`src/hw/rtl/ftvt_pkg.sv`:
```
// ----------------------------------------------------------------------------
// ftvt_pkg
// shared types, codes and constants of the tag=value tokenizer
// ----------------------------------------------------------------------------
package ftvt_pkg;

    localparam int TAG_BITS_DEF    = 32;
    localparam int OFFSET_BITS_DEF = 16;

    localparam int BYTE_W   = 8;
    localparam int KIND_W   = 2;
    localparam int TAG_W    = 32;
    localparam int OFS_W    = 16;
    localparam int INDEX_W  = 8;
    localparam int ERR_W    = 2;
    localparam int APB_AW   = 3;
    localparam int APB_DW   = 32;

    localparam logic [BYTE_W-1:0] ASCII_EQ   = 8'h3D;
    localparam logic [BYTE_W-1:0] ASCII_ZERO = 8'h30;
    localparam logic [BYTE_W-1:0] ASCII_NINE = 8'h39;

    localparam logic [BYTE_W-1:0] FIELD_LIMIT_RST = 8'd64;
    localparam logic [BYTE_W-1:0] FIELD_SEP_RST   = 8'd1;
    localparam logic [INDEX_W-1:0] FIELD_COUNT_MAX = 8'd255;

    // register index, taken from paddr[2]
    localparam logic REG_FIELD_LIMIT = 1'b0;
    localparam logic REG_FIELD_SEP   = 1'b1;

    localparam logic [KIND_W-1:0] KIND_FIELD = 2'd0;
    localparam logic [KIND_W-1:0] KIND_ERROR = 2'd1;

    localparam logic [ERR_W-1:0] ERR_NONE       = 2'd0;
    localparam logic [ERR_W-1:0] ERR_TOO_MANY   = 2'd0;
    localparam logic [ERR_W-1:0] ERR_MISSING_EQ = 2'd1;
    localparam logic [ERR_W-1:0] ERR_EMPTY_TAG  = 2'd2;
    localparam logic [ERR_W-1:0] ERR_BAD_TAG    = 2'd3;

    typedef struct packed {
        logic [BYTE_W-1:0] field_limit;
        logic [BYTE_W-1:0] field_separator;
    } ftvt_cfg_t;

endpackage

```
`src/hw/rtl/ftvt_if.sv`:
```
// ----------------------------------------------------------------------------
// ftvt channel interfaces
// byte request channel and result channel, valid/ready handshake
// ----------------------------------------------------------------------------
interface ftvt_in_if;
    logic                         valid;
    logic                         ready;
    logic [ftvt_pkg::BYTE_W-1:0]  data_byte;
    logic                         end_of_message;

    modport source (output valid, output data_byte, output end_of_message, input ready);
    modport sink   (input valid, input data_byte, input end_of_message, output ready);
endinterface

interface ftvt_out_if;
    logic                          valid;
    logic                          ready;
    logic [ftvt_pkg::KIND_W-1:0]   kind;
    logic [ftvt_pkg::TAG_W-1:0]    tag_number;
    logic [ftvt_pkg::OFS_W-1:0]    value_offset;
    logic [ftvt_pkg::OFS_W-1:0]    value_length;
    logic [ftvt_pkg::INDEX_W-1:0]  field_index;
    logic [ftvt_pkg::ERR_W-1:0]    error_code;
    logic [ftvt_pkg::OFS_W-1:0]    error_position;
    logic                          final_result;

    modport source (output valid, output kind, output tag_number, output value_offset,
                    output value_length, output field_index, output error_code,
                    output error_position, output final_result, input ready);
    modport sink   (input valid, input kind, input tag_number, input value_offset,
                    input value_length, input field_index, input error_code,
                    input error_position, input final_result, output ready);
endinterface

```
`src/hw/rtl/ftvt_cfg_regs.sv`:
```
// ----------------------------------------------------------------------------
// ftvt_cfg_regs
// apb register file: field limit and field separator
// ----------------------------------------------------------------------------
module ftvt_cfg_regs (
    input  logic                          clk,
    input  logic                          rst_n,
    input  logic                          psel,
    input  logic                          penable,
    input  logic                          pwrite,
    input  logic [ftvt_pkg::APB_AW-1:0]   paddr,
    input  logic [ftvt_pkg::APB_DW-1:0]   pwdata,
    output logic [ftvt_pkg::APB_DW-1:0]   prdata,
    output logic                          pready,
    output ftvt_pkg::ftvt_cfg_t           cfg
);
    import ftvt_pkg::*;

    logic [BYTE_W-1:0] field_limit_reg;
    logic [BYTE_W-1:0] field_sep_reg;
    logic              wr_en;

    assign pready = 1'b1;
    assign wr_en  = psel && penable && pwrite && pready;

    always_ff @(posedge clk or negedge rst_n)
    begin
        if (!rst_n)
        begin
            field_limit_reg <= FIELD_LIMIT_RST;
            field_sep_reg   <= FIELD_SEP_RST;
        end
        else if (wr_en)
        begin
            unique case (paddr[2])
                REG_FIELD_LIMIT: field_limit_reg <= pwdata[BYTE_W-1:0];
                REG_FIELD_SEP:   field_sep_reg   <= pwdata[BYTE_W-1:0];
                default:         field_limit_reg <= field_limit_reg;
            endcase
        end
    end

    always_comb
    begin
        unique case (paddr[2])
            REG_FIELD_LIMIT: prdata = {{(APB_DW-BYTE_W){1'b0}}, field_limit_reg};
            REG_FIELD_SEP:   prdata = {{(APB_DW-BYTE_W){1'b0}}, field_sep_reg};
            default:         prdata = '0;
        endcase
    end

    assign cfg.field_limit     = field_limit_reg;
    assign cfg.field_separator = field_sep_reg;

endmodule

```
`src/hw/rtl/ftvt_parser.sv`:
```
// ----------------------------------------------------------------------------
// ftvt_parser
// input register, per-byte field state machine and result register
// ----------------------------------------------------------------------------
module ftvt_parser #(
    parameter int TAG_BITS    = ftvt_pkg::TAG_BITS_DEF,
    parameter int OFFSET_BITS = ftvt_pkg::OFFSET_BITS_DEF
) (
    input  logic                 clk,
    input  logic                 rst_n,
    input  ftvt_pkg::ftvt_cfg_t  cfg,
    ftvt_in_if.sink              stream,
    ftvt_out_if.source           result
);
    import ftvt_pkg::*;

    localparam logic [1:0] PH_START = 2'd0;
    localparam logic [1:0] PH_TAG   = 2'd1;
    localparam logic [1:0] PH_VALUE = 2'd2;
    localparam logic [1:0] PH_ERROR = 2'd3;

    localparam logic [OFFSET_BITS-1:0] OFS_MAX = {OFFSET_BITS{1'b1}};

    // input register
    logic              in_vld_reg;
    logic [BYTE_W-1:0] in_byte_reg;
    logic              in_fin_reg;
    logic              advance;

    // message state
    logic [1:0]             phase_reg,  phase_next;
    logic [TAG_BITS-1:0]    acc_reg,    acc_next;
    logic                   inv_reg,    inv_next;
    logic                   has_reg,    has_next;
    logic [OFFSET_BITS-1:0] fso_reg,    fso_next;
    logic [OFFSET_BITS-1:0] vso_reg,    vso_next;
    logic [OFFSET_BITS-1:0] pos_reg,    pos_next;
    logic [INDEX_W-1:0]     cnt_reg,    cnt_next;

    // result register
    logic                   out_vld_reg;
    logic [KIND_W-1:0]      kind_reg,   kind_next;
    logic [TAG_BITS-1:0]    tag_reg,    tag_next;
    logic [OFFSET_BITS-1:0] vofs_reg,   vofs_next;
    logic [OFFSET_BITS-1:0] vlen_reg,   vlen_next;
    logic [INDEX_W-1:0]     fidx_reg,   fidx_next;
    logic [ERR_W-1:0]       ecode_reg,  ecode_next;
    logic [OFFSET_BITS-1:0] epos_reg,   epos_next;
    logic                   fin_reg,    fin_next;
    logic                   emit;

    logic [OFFSET_BITS-1:0] pos_inc;
    logic [OFFSET_BITS-1:0] end_ofs;
    logic [TAG_BITS-1:0]    acc_base;
    logic [TAG_BITS+3:0]    tag_prod;
    logic [BYTE_W-1:0]      digit_diff;
    logic                   byte_numeric;

    logic [TAG_BITS+TAG_W-1:0]    tag_wide;
    logic [OFFSET_BITS+OFS_W-1:0] vofs_wide;
    logic [OFFSET_BITS+OFS_W-1:0] vlen_wide;
    logic [OFFSET_BITS+OFS_W-1:0] epos_wide;

    assign advance      = in_vld_reg && (!out_vld_reg || result.ready);
    assign stream.ready = !in_vld_reg || advance;

    always_ff @(posedge clk or negedge rst_n)
    begin
        if (!rst_n)
        begin
            in_vld_reg <= 1'b0;
        end
        else if (stream.ready)
        begin
            in_vld_reg <= stream.valid;
        end
    end

    always_ff @(posedge clk)
    begin
        if (stream.ready && stream.valid)
        begin
            in_byte_reg <= stream.data_byte;
            in_fin_reg  <= stream.end_of_message;
        end
    end

    assign pos_inc      = (pos_reg == OFS_MAX) ? OFS_MAX : pos_reg + 1'b1;
    assign end_ofs      = pos_inc;
    assign digit_diff   = in_byte_reg - ASCII_ZERO;
    assign byte_numeric = (in_byte_reg >= ASCII_ZERO) && (in_byte_reg <= ASCII_NINE);
    // a new field starts its tag from zero
    assign acc_base     = (phase_reg == PH_START) ? '0 : acc_reg;
    assign tag_prod     = {1'b0, acc_base, 3'b000} + {3'b000, acc_base, 1'b0}
                        + {{TAG_BITS{1'b0}}, digit_diff[3:0]};

    always_comb
    begin
        phase_next = phase_reg;
        acc_next   = acc_reg;
        inv_next   = inv_reg;
        has_next   = has_reg;
        fso_next   = fso_reg;
        vso_next   = vso_reg;
        cnt_next   = cnt_reg;
        pos_next   = pos_reg;
        emit       = 1'b0;
        kind_next  = KIND_FIELD;
        tag_next   = '0;
        vofs_next  = '0;
        vlen_next  = '0;
        fidx_next  = cnt_reg;
        ecode_next = ERR_NONE;
        epos_next  = '0;
        fin_next   = in_fin_reg;

        // field start
        if (phase_reg == PH_START)
        begin
            phase_next = PH_TAG;
            acc_next   = '0;
            inv_next   = 1'b0;
            has_next   = 1'b0;
            fso_next   = pos_reg;
            if (cnt_reg >= cfg.field_limit)
            begin
                emit       = 1'b1;
                kind_next  = KIND_ERROR;
                ecode_next = ERR_TOO_MANY;
                epos_next  = pos_reg;
                phase_next = PH_ERROR;
            end
        end

        if (!emit && phase_next == PH_TAG)
        begin
            if (in_byte_reg == ASCII_EQ)
            begin
                if (!has_next)
                begin
                    emit       = 1'b1;
                    kind_next  = KIND_ERROR;
                    ecode_next = ERR_EMPTY_TAG;
                    epos_next  = fso_next;
                    phase_next = PH_ERROR;
                end
                else if (inv_next)
                begin
                    emit       = 1'b1;
                    kind_next  = KIND_ERROR;
                    ecode_next = ERR_BAD_TAG;
                    epos_next  = fso_next;
                    phase_next = PH_ERROR;
                end
                else
                begin
                    phase_next = PH_VALUE;
                    vso_next   = pos_inc;
                    if (in_fin_reg)
                    begin
                        emit      = 1'b1;
                        tag_next  = acc_next;
                        vofs_next = pos_inc;
                    end
                end
            end
            else
            begin
                has_next = 1'b1;
                if (!byte_numeric)
                begin
                    inv_next = 1'b1;
                end
                else if (!inv_next)
                begin
                    // product above the tag range marks the tag invalid
                    if (tag_prod[TAG_BITS+3:TAG_BITS] != '0)
                    begin
                        inv_next = 1'b1;
                    end
                    else
                    begin
                        acc_next = tag_prod[TAG_BITS-1:0];
                    end
                end
                if (in_fin_reg)
                begin
                    emit       = 1'b1;
                    kind_next  = KIND_ERROR;
                    ecode_next = ERR_MISSING_EQ;
                    epos_next  = fso_next;
                    phase_next = PH_ERROR;
                end
            end
        end
        else if (!emit && phase_next == PH_VALUE)
        begin
            if (in_byte_reg == cfg.field_separator)
            begin
                emit      = 1'b1;
                tag_next  = acc_reg;
                vofs_next = vso_reg;
                vlen_next = (pos_reg >= vso_reg) ? pos_reg - vso_reg : '0;
                if (cnt_reg != FIELD_COUNT_MAX)
                begin
                    cnt_next = cnt_reg + 1'b1;
                end
                phase_next = PH_START;
            end
            else if (in_fin_reg)
            begin
                emit      = 1'b1;
                tag_next  = acc_reg;
                vofs_next = vso_reg;
                vlen_next = (end_ofs >= vso_reg) ? end_ofs - vso_reg : '0;
            end
        end

        if (in_fin_reg)
        begin
            phase_next = PH_START;
            acc_next   = '0;
            inv_next   = 1'b0;
            has_next   = 1'b0;
            fso_next   = '0;
            vso_next   = '0;
            pos_next   = '0;
            cnt_next   = '0;
        end
        else
        begin
            pos_next = pos_inc;
        end
    end

    always_ff @(posedge clk or negedge rst_n)
    begin
        if (!rst_n)
        begin
            phase_reg <= PH_START;
            acc_reg   <= '0;
            inv_reg   <= 1'b0;
            has_reg   <= 1'b0;
            fso_reg   <= '0;
            vso_reg   <= '0;
            pos_reg   <= '0;
            cnt_reg   <= '0;
        end
        else if (advance)
        begin
            phase_reg <= phase_next;
            acc_reg   <= acc_next;
            inv_reg   <= inv_next;
            has_reg   <= has_next;
            fso_reg   <= fso_next;
            vso_reg   <= vso_next;
            pos_reg   <= pos_next;
            cnt_reg   <= cnt_next;
        end
    end

    always_ff @(posedge clk or negedge rst_n)
    begin
        if (!rst_n)
        begin
            out_vld_reg <= 1'b0;
        end
        else if (advance && emit)
        begin
            out_vld_reg <= 1'b1;
        end
        else if (result.ready)
        begin
            out_vld_reg <= 1'b0;
        end
    end

    always_ff @(posedge clk)
    begin
        if (advance && emit)
        begin
            kind_reg  <= kind_next;
            tag_reg   <= tag_next;
            vofs_reg  <= vofs_next;
            vlen_reg  <= vlen_next;
            fidx_reg  <= fidx_next;
            ecode_reg <= ecode_next;
            epos_reg  <= epos_next;
            fin_reg   <= fin_next;
        end
    end

    // resize internal widths to the fixed port widths
    assign tag_wide  = {{TAG_W{1'b0}}, tag_reg};
    assign vofs_wide = {{OFS_W{1'b0}}, vofs_reg};
    assign vlen_wide = {{OFS_W{1'b0}}, vlen_reg};
    assign epos_wide = {{OFS_W{1'b0}}, epos_reg};

    assign result.valid          = out_vld_reg;
    assign result.kind           = kind_reg;
    assign result.tag_number     = tag_wide[TAG_W-1:0];
    assign result.value_offset   = vofs_wide[OFS_W-1:0];
    assign result.value_length   = vlen_wide[OFS_W-1:0];
    assign result.field_index    = fidx_reg;
    assign result.error_code     = ecode_reg;
    assign result.error_position = epos_wide[OFS_W-1:0];
    assign result.final_result   = fin_reg;

endmodule

```
`src/hw/rtl/fix_tag_value_tokenizer_unit.sv`:
```
// ----------------------------------------------------------------------------
// fix_tag_value_tokenizer_unit
// streaming tokenizer for tag=value messages, one byte per request
// ----------------------------------------------------------------------------
// Takes one message byte per cycle and gives at most one result per byte: a
// parsed field (tag, value offset, value length, index) or the first error of
// the message. A byte held in the input register is parsed by combinational
// logic (including the multiply-by-ten tag update) into the result register
// when the byte advances, which waits while an earlier result is still held.
// One byte per clock is sustained while results are taken; a result held by
// the receiver stalls the input once the byte behind it fills the input
// register. The user must set field limit and separator over apb only while
// no message is in flight; the block itself does not enforce this.
module fix_tag_value_tokenizer_unit #(
    parameter int TAG_BITS    = ftvt_pkg::TAG_BITS_DEF,
    parameter int OFFSET_BITS = ftvt_pkg::OFFSET_BITS_DEF
) (
    input  logic                          clk,
    input  logic                          rst_n,
    input  logic                          psel,
    input  logic                          penable,
    input  logic                          pwrite,
    input  logic [ftvt_pkg::APB_AW-1:0]   paddr,
    input  logic [ftvt_pkg::APB_DW-1:0]   pwdata,
    output logic [ftvt_pkg::APB_DW-1:0]   prdata,
    output logic                          pready,
    ftvt_in_if.sink                       stream,
    ftvt_out_if.source                    result
);
    import ftvt_pkg::*;

    ftvt_cfg_t cfg;

    ftvt_cfg_regs u_cfg (
        .clk     (clk),
        .rst_n   (rst_n),
        .psel    (psel),
        .penable (penable),
        .pwrite  (pwrite),
        .paddr   (paddr),
        .pwdata  (pwdata),
        .prdata  (prdata),
        .pready  (pready),
        .cfg     (cfg)
    );

    ftvt_parser #(
        .TAG_BITS    (TAG_BITS),
        .OFFSET_BITS (OFFSET_BITS)
    ) u_parser (
        .clk    (clk),
        .rst_n  (rst_n),
        .cfg    (cfg),
        .stream (stream),
        .result (result)
    );

endmodule

```
`src/flat_wrapper.sv`:
```
// flat-port wrapper written by rule: the top's interface ports become plain ports
module fix_tag_value_tokenizer_unit_flat import ftvt_pkg::*;
#(
    parameter int TAG_BITS    = ftvt_pkg::TAG_BITS_DEF,
    parameter int OFFSET_BITS = ftvt_pkg::OFFSET_BITS_DEF
)
  (clk, rst_n, psel, penable, pwrite, paddr, pwdata, prdata, pready, stream_valid, stream_data_byte, stream_end_of_message, stream_ready, result_valid, result_kind, result_tag_number, result_value_offset, result_value_length, result_field_index, result_error_code, result_error_position, result_final_result, result_ready);
  ftvt_in_if stream_i ();
  ftvt_out_if result_i ();
  input  logic clk;
  input  logic rst_n;
  input  logic psel;
  input  logic penable;
  input  logic pwrite;
  input  logic [ftvt_pkg::APB_AW-1:0] paddr;
  input  logic [ftvt_pkg::APB_DW-1:0] pwdata;
  output logic [ftvt_pkg::APB_DW-1:0] prdata;
  output logic pready;
  input wire logic [$bits(stream_i.valid)-1:0] stream_valid;
  input wire logic [$bits(stream_i.data_byte)-1:0] stream_data_byte;
  input wire logic [$bits(stream_i.end_of_message)-1:0] stream_end_of_message;
  output wire logic [$bits(stream_i.ready)-1:0] stream_ready;
  output wire logic [$bits(result_i.valid)-1:0] result_valid;
  output wire logic [$bits(result_i.kind)-1:0] result_kind;
  output wire logic [$bits(result_i.tag_number)-1:0] result_tag_number;
  output wire logic [$bits(result_i.value_offset)-1:0] result_value_offset;
  output wire logic [$bits(result_i.value_length)-1:0] result_value_length;
  output wire logic [$bits(result_i.field_index)-1:0] result_field_index;
  output wire logic [$bits(result_i.error_code)-1:0] result_error_code;
  output wire logic [$bits(result_i.error_position)-1:0] result_error_position;
  output wire logic [$bits(result_i.final_result)-1:0] result_final_result;
  input wire logic [$bits(result_i.ready)-1:0] result_ready;
  assign stream_i.valid = stream_valid;
  assign stream_i.data_byte = stream_data_byte;
  assign stream_i.end_of_message = stream_end_of_message;
  assign stream_ready = stream_i.ready;
  assign result_valid = result_i.valid;
  assign result_kind = result_i.kind;
  assign result_tag_number = result_i.tag_number;
  assign result_value_offset = result_i.value_offset;
  assign result_value_length = result_i.value_length;
  assign result_field_index = result_i.field_index;
  assign result_error_code = result_i.error_code;
  assign result_error_position = result_i.error_position;
  assign result_final_result = result_i.final_result;
  assign result_i.ready = result_ready;
  fix_tag_value_tokenizer_unit #(.TAG_BITS(TAG_BITS), .OFFSET_BITS(OFFSET_BITS)) u_core (.clk(clk), .rst_n(rst_n), .psel(psel), .penable(penable), .pwrite(pwrite), .paddr(paddr), .pwdata(pwdata), .prdata(prdata), .pready(pready), .stream(stream_i), .result(result_i));
endmodule
```
`config.mk`:
```
export PLATFORM = sky130hd
export DESIGN_NAME = fix_tag_value_tokenizer_unit_flat
export DESIGN_NICKNAME = d
export VERILOG_FILES = /design/src/hw/rtl/ftvt_pkg.sv /design/src/hw/rtl/ftvt_if.sv /design/src/hw/rtl/ftvt_cfg_regs.sv /design/src/hw/rtl/ftvt_parser.sv /design/src/hw/rtl/fix_tag_value_tokenizer_unit.sv /design/src/flat_wrapper.sv
export SDC_FILE = /design/constraint.sdc
export NUM_CORES = 1
export LEC_CHECK = 0
export BUFFER_PORTS_ARGS = -buffer_cell sky130_fd_sc_hd__buf_2
export CORE_ASPECT_RATIO = 1.1
export CORE_MARGIN = 1
export CORE_UTILIZATION = 41
export CTS_CLUSTER_DIAMETER = 150
export DETAILED_ROUTE_END_ITERATION = 8
export PLACE_DENSITY_LB_ADDON = 0.08
export RECOVER_POWER = 100
export SYNTH_ARGS = -nofsm -noshare
export SYNTH_HDL_FRONTEND = slang
export SYNTH_HIERARCHICAL = 1
export SYNTH_SLANG_ARGS = --single-unit
```
`constraint.sdc`:
```
create_clock -name clk -period 8.69 [get_ports clk]
set_clock_uncertainty 0.15 [all_clocks]
set_input_delay 0.4345 -clock clk [delete_from_list [all_inputs] [get_ports clk]]
set_output_delay 0.4345 -clock clk [all_outputs]
set_load 0.05 [all_outputs]
```
# Word-level counts from Yosys, hierarchy flattened
# Index checks and enable logic that the tools add are counted.
# classes
n_mux	91
n_eq_ne	8
n_bitwise	2
reduce_logical	27
magnitude_cmp	5
add_sub_neg	7
# ops
operator	n
two-way mux 32 bit	15
two-way mux 16 bit	28
one-hot mux 32 bit (2 select lines)	1
two-way mux 8 bit	5
adder 35 x 33 -> 36 bit	1
adder 36 x 4 -> 36 bit	1
greater-or-equal comparator 16 bit	2
subtractor 16 bit	2
two-way mux 2 bit	15
two-way mux 1 bit	27
adder 16 x 1 -> 16 bit, second input constant	1
equality test 16 bit, second input constant	1
nonzero test 2 bit	7
AND reduction 5 bit	2
adder 8 x 1 -> 8 bit, second input constant	1
equality test 8 x 6 -> 1 bit, second input constant	1
equality test 8 bit	1
greater-or-equal comparator 8 x 6 -> 1 bit, second input constant	1
greater-or-equal comparator 8 bit	1
less-or-equal comparator 8 x 6 -> 1 bit, second input constant	1
logical AND 1 bit	8
inequality test 8 bit, second input constant	1
inequality test 2 bit, second input constant	2
AND reduction 2 bit	2
other kinds (9)	13
# totals
ff_bits	212
input_bits	51
word_cells	162
output_inout_bits	128

# Logic depth before layout (Yosys ltp)
# depth
word_depth	11
ltp_mapped	24
mapped_depth_nobuf	20

# Hierarchy
# The synthesis kept the hierarchy.
# modules_own_cells
mod	n_inst	cells_per_inst	seq_area_each_um2	area_each_um2
ftvt_parser	1	1250	5385.2	12270.5
ftvt_cfg_regs	1	70	402.9	924.6

# Least setup slack after synthesis
# OpenSTA, ideal clock, no wires.
# synth_timing
path_type	register to register
from	register u_core.u_cfg.field_limit_reg[6]
to	register u_core.u_parser.ecode_reg[0], in the netlist u_core/u_parser/result.error_code[0], enable pin
path_slack_ns	2.660
required_time_ns	7.997
setup_time_ns	0.543
t_arrival_ns	5.336
period_less_slack_ns	6.030
stages_incl_launch_ff	12
path_buffers	0
path_cell_list	dfstp_2 -> inv_1 -> ha_1 -> o21ai_0 -> nor3_1 -> a21o_1 -> a21oi_1 -> nand2_1 -> a21oi_1 -> nor2_1 -> nor2_1 -> nor2_1
# synth_via
elab_chain_cells	9
elab_cells_between_ends	18
classes_between	order compare (1); eq/ne (2); mux (11); reduce/logical (4)
# synth_rtl
item	line_no	rtl
start, declared	ftvt_cfg_regs.sv:19	logic [BYTE_W-1:0] field_limit_reg;
start signal, assigned	ftvt_cfg_regs.sv:36	REG_FIELD_LIMIT: field_limit_reg <= pwdata[BYTE_W-1:0];
start signal, assigned	ftvt_cfg_regs.sv:38	default: field_limit_reg <= field_limit_reg;
greater-or-equal comparator 8 bit *	ftvt_parser.sv:125	if (cnt_reg >= cfg.field_limit)
two-way mux 1 bit	ftvt_parser.sv:125	
two-way mux 1 bit	ftvt_parser.sv:118	if (phase_reg == PH_START)
two-way mux 1 bit	ftvt_parser.sv:159, ftvt_parser.sv:186, ftvt_parser.sv:210	
two-way mux 1 bit	ftvt_parser.sv:147	else if (inv_next)
two-way mux 1 bit	ftvt_parser.sv:139	if (!has_next)
two-way mux 1 bit	ftvt_parser.sv:137	if (in_byte_reg == ASCII_EQ)
two-way mux 1 bit *	ftvt_parser.sv:135	if (!emit && phase_next == PH_TAG)
logical AND 1 bit *	ftvt_parser.sv:280	if (advance && emit)
end signal, assigned	ftvt_parser.sv:287	ecode_reg <= ecode_next;
end, declared	ftvt_parser.sv:47	logic [ERR_W-1:0] ecode_reg, ecode_next;
# Every way passes the cells marked *; elsewhere a longest branch is shown, timed or not.
# A chain may end at the register's enable or synchronous reset.

# Worst setup path in the final report
# layout_timing
from	register u_core.u_parser.phase_reg[1]
to	register u_core.u_parser.acc_reg[12]
# layout_via
elab_chain_cells	11
elab_cells_between_ends	17
classes_between	add/sub (2); eq/ne (1); mux (10); reduce/logical (4)
# layout_rtl
item	line_no	rtl
start, declared	ftvt_parser.sv:31	logic [1:0] phase_reg, phase_next;
start signal, assigned	ftvt_parser.sv:251	phase_reg <= phase_next;
logical NOT 2 bit	ftvt_parser.sv:93, ftvt_parser.sv:118	
two-way mux 32 bit	ftvt_parser.sv:93, ftvt_parser.sv:118	
adder 35 x 33 -> 36 bit	ftvt_parser.sv:94	assign tag_prod = {1'b0, acc_base, 3'b000} + {3'b000, acc_base, 1'b0}
adder 36 x 4 -> 36 bit	ftvt_parser.sv:95	+ {{TAG_BITS{1'b0}}, digit_diff[3:0]};
nonzero test 4 bit	ftvt_parser.sv:177	if (tag_prod[TAG_BITS+3:TAG_BITS] != '0)
two-way mux 32 bit	ftvt_parser.sv:177	
two-way mux 32 bit	ftvt_parser.sv:174	else if (!inv_next)
two-way mux 32 bit	ftvt_parser.sv:170	if (!byte_numeric)
two-way mux 32 bit	ftvt_parser.sv:137	
two-way mux 32 bit *	ftvt_parser.sv:135	
two-way mux 32 bit *	ftvt_parser.sv:219	if (in_fin_reg)
end signal, assigned	ftvt_parser.sv:252	acc_reg <= acc_next;
end, declared	ftvt_parser.sv:32	logic [TAG_BITS-1:0] acc_reg, acc_next;
# Marked as above.

==> run_results.csv <==
group,metric,value,unit
status,status,"complete, but fails checks",
status,violations,"capacitance limit, slew limit",
placement,hpwl,25700,µm
final_layout,n_fill_cell,3016,
power_and_ir_drop,comb_power_share,23.5,%
critical_path,cp-startpoint,"u_core/u_parser/phase_reg[1]",
cts,cts_buffer_depth,3,
timing,tns,0,ns
detailed_routing,drt-total-wl,34700,µm
hold_path,hold_start,"pwdata[1]",
power_and_ir_drop,powerDensity,211,nW/µm²
critical_path,reg2reg_depth,16,
critical_path,ff2ff_setup_slack,1.96,ns
flow_run,cap_viol_max_count,6,
timing,tightest_slew,3.52,ns
synthesis,ys_seq_area_share,43.9,%
final_layout,drive_gt1_share,7.14,%
final_layout,stdcell_area,15100,µm²
cts,cts_tree,"done",
die,die_y,190,µm
final_layout,layout_common_cells,"clkbuf_1 (120), nand2_1 (115), dfrtp_1 (108)",
cts,cts_setup_buffers,0,
cts,ctsResizeCount,0,
timing,finalCritPeriodShare,77.5,%
critical_path,crit_path_end_kind,"flop",
die,core,31600,µm²
critical_path,worstPathRequired,8.99,ns
global_route,antenna_found_initial,0,
synthesis,async_flop_share,52.1,%
detailed_routing,via_per_inst,5.40,
detailed_routing,avgRoutedWirePerCell,18.4,µm
global_route,grt_pass1_vias,9927,
synthesis,synth_cell_types,71,
cts,clk_latency,0.54,ns
final_layout,antenna_cells,0,
cts,clk_pin_slew,0.06,ns
timing,relSlewSlack,-135,%
placement,place_area,14200,µm²
synthesis,synth_edf_count,101,
cts,cts_num_sinks,211,
global_route,gr-usage-all-layers,21.0,%
detailed_routing,drt_iter0_markers,540,
detailed_routing,num_vias,10200,
timing,hold_viol,0,
critical_path,crit_end,"u_core/u_parser/acc_reg[12]",
power_and_ir_drop,vdd_drop_max,0.129,mV
final_layout,multiInputGateArea,6830,µm²
timing,rsz0062_at_grt,"false",
placement,port-buffer-count,126,
power_and_ir_drop,seqPwrFrac,37.3,%
synthesis,ys_ff_latch,211,
detailed_routing,route.detailed.drc,0,
die,fp.dieW,173,µm
global_route,grt_overflow,0,
power_and_ir_drop,switching_share,31.3,%
die,die_area,32900,µm²
global_route,grt_max_degree,58,
timing,finalMaxSlewViolations,259,
critical_path,worstPathArrival,7.04,ns
cts,root_buffer,"clkbuf_16",
synthesis,synth_area,13200,µm²
synthesis,synth_cells,1320,
critical_path,critPathMaxFanout,32,
critical_path,slowest_stage,"clkbuf_1",
synthesis,synth_top_cell_by_area,"edfxtp_1",
critical_path,cpMostUsedCell,"a21oi_1",
synthesis,synth_top_area_share,23.0,%
power_and_ir_drop,p_int,2.19,mW
critical_path,path_cells,"or2_0 -> buf_4 -> and2_0 -> ha_1 -> ha_1 -> a21oi_1 -> o211ai_1 -> a31oi_1 -> o211ai_1 -> a31oi_1 -> mux2_1 -> or4_1 -> nor2_1 -> clkbuf_1 -> a21oi_1 -> a21oi_1",
critical_path,reg2reg_from,"u_core/u_parser/phase_reg[1]",
synthesis,ys.flop_type,"dfrtp_1",
critical_path,cp-start-kind,"flop",
die,rows,68,
global_route,grt_pass1_wl,54800,µm
detailed_routing,dr.pass1.iters,5,
synthesis,synth-warning-count,6,
final_layout,ff_latch_area,5790,µm²
timing,max_freq,149,MHz
final_layout,area_growth,14.4,%
synthesis,ys_top_cells_by_area,"edfxtp_1 (23%), dfrtp_1 (20%), ha_1 (10%), a22o_1 (4.4%), xnor2_1 (3.8%)",
final_layout,nets,1610,
critical_path,worst_path_largest_cell_delay,0.96,ns
cts,cts.htree.levels,1,
critical_path,critical_path_class,"flop to flop",
hold_path,worstHoldPathType,"input port to flop",
synthesis,synth.avg_cell_area,10.0,µm²
final_layout,final_common_cell,"clkbuf_1",
die,pin_count,179,
detailed_routing,ant_nets,0,
power_and_ir_drop,pwr-share-clk,39.1,%
cts,cts_buffers,25,
placement,gp_congestion,0.889,
critical_path,r2r-end,"u_core/u_parser/acc_reg[12]",
timing,setup_viol,0,
power_and_ir_drop,leakage,6.48,nW
timing,post-route-min-period,6.73,ns
die,start_util,41.8,%
power_and_ir_drop,p_sw,0.998,mW
[area by class of cell]
cell class                      instances  share of cell area, %
Multi-Input combinational cell        999                   45.3
Sequential cell                       211                   38.4
Timing Repair Buffer                  159                   4.91
Clock inverter                         14                   2.01
Inverter                               55                   1.37
Tap cell                              420                   3.48
Clock buffer                           32                   4.59
[cells by family after synthesis]
| group | synth area share, % |
|---|---|
| AO/OA/AOI/OAI | 18.0 |
| XOR/XNOR | 4.98 |
| adder cells (fa/ha/maj) | 10.4 |
| buffers and inverters | 4.81 |
| flip-flops | 43.9 |
| multiplexers | 2.21 |
| other | 0.0853 |
| AND/OR/NAND/NOR | 15.6 |
[synth_stat cells, types with 17 or more instances]
cell      number
buf_4         27
inv_1         55
a22oi_1       27
clkbuf_1      44
nand2_1      115
nand3_1       33
nor3_1        20
a22o_1        67
mux2_2        25
xor2_1        18
edfxtp_1     101
a21o_1        18
o21ai_0       81
dfrtp_1      108
nor2_1        82
and2_1        66
nand2b_1      17
a21oi_1       75
ha_1         105
xnor2_1       57
[stage by stage]
stage / worst slack [ns] / hold slack, ns / instances / utilization (%) / power (mW)
6_report: 1.96 / 0.0273 / 1890 / 47.8 / 3.19
5_1_grt: 1.34 / 0.0201 / 1890 / 47.8 / 3.33
4_1_cts: 2.57 / 0.0103 / 1890 / 48.5 / 3.24
3_5_place_dp: 2.58 / 0.339 / 1829 / 44.9 / 1.97
3_3_place_gp: 2.65 / 0.327 / 1829 / 44.9 / 1.97
2_1_floorplan: 2.66 / -0.0111 / 1343 / - / 1.79
[critical path, delay by kind of cell (launching register included)]
kind / cells / cell delay [ns]
AO/OA/AOI/OAI: 7 / 1.38
adder cells (fa/ha/maj): 2 / 0.67
buffers and inverters: 2 / 1.45
flip-flops: 1 / 0.51
multiplexers: 1 / 0.39
AND/OR/NAND/NOR: 4 / 2.10
[power by group through the flow]
stage | sequential (mW) | clock [mW] | combinational, mW
after global routing | 1.20 | 1.32 | 0.814
final | 1.19 | 1.25 | 0.750
after global placement | 1.20 | 0 | 0.766
after floorplan | 1.32 | 0 | 0.464
after CTS | 1.19 | 1.28 | 0.776
after detailed placement | 1.21 | 0 | 0.767
[what timing repair did]
| action | 4_1_cts | 5_1_grt |
|---|---|---|
| endpoints found under the hold margin | 71 | 0 |
| hold buffers | 15 | 0 |
| endpoints found under the setup margin | 0 | 0 |
[layer usage]
layer	global-route usage, %	wire length (µm)	up-vias	part of all wire, %
met1	26.3	15300	4915	44
met5	0	0	-	0
met2	38.0	17500	200	50
met3	2.10	1170	45	3.4
li1	-	-	5047	-
met4	6.54	837	0	2.4
[how the worst min path moves through the flow]
| stage | end | slack, ns | cells after the start |
|---|---|---|---|
| after global routing | u_core/u_cfg/field_sep_reg[5] | 0.02 | 2 |
| after global placement | u_core/u_parser/fso_reg[14] | 0.33 | 1 |
| after CTS | u_core/u_cfg/field_sep_reg[7] | 0.01 | 2 |
| after floorplan | u_core/u_cfg/field_limit_reg[0] | -0.01 | 0 |
| final | u_core/u_cfg/field_sep_reg[1] | 0.03 | 2 |
| after detailed placement | u_core/u_parser/fso_reg[14] | 0.34 | 1 |
Power figures use the tool's default switching activity.
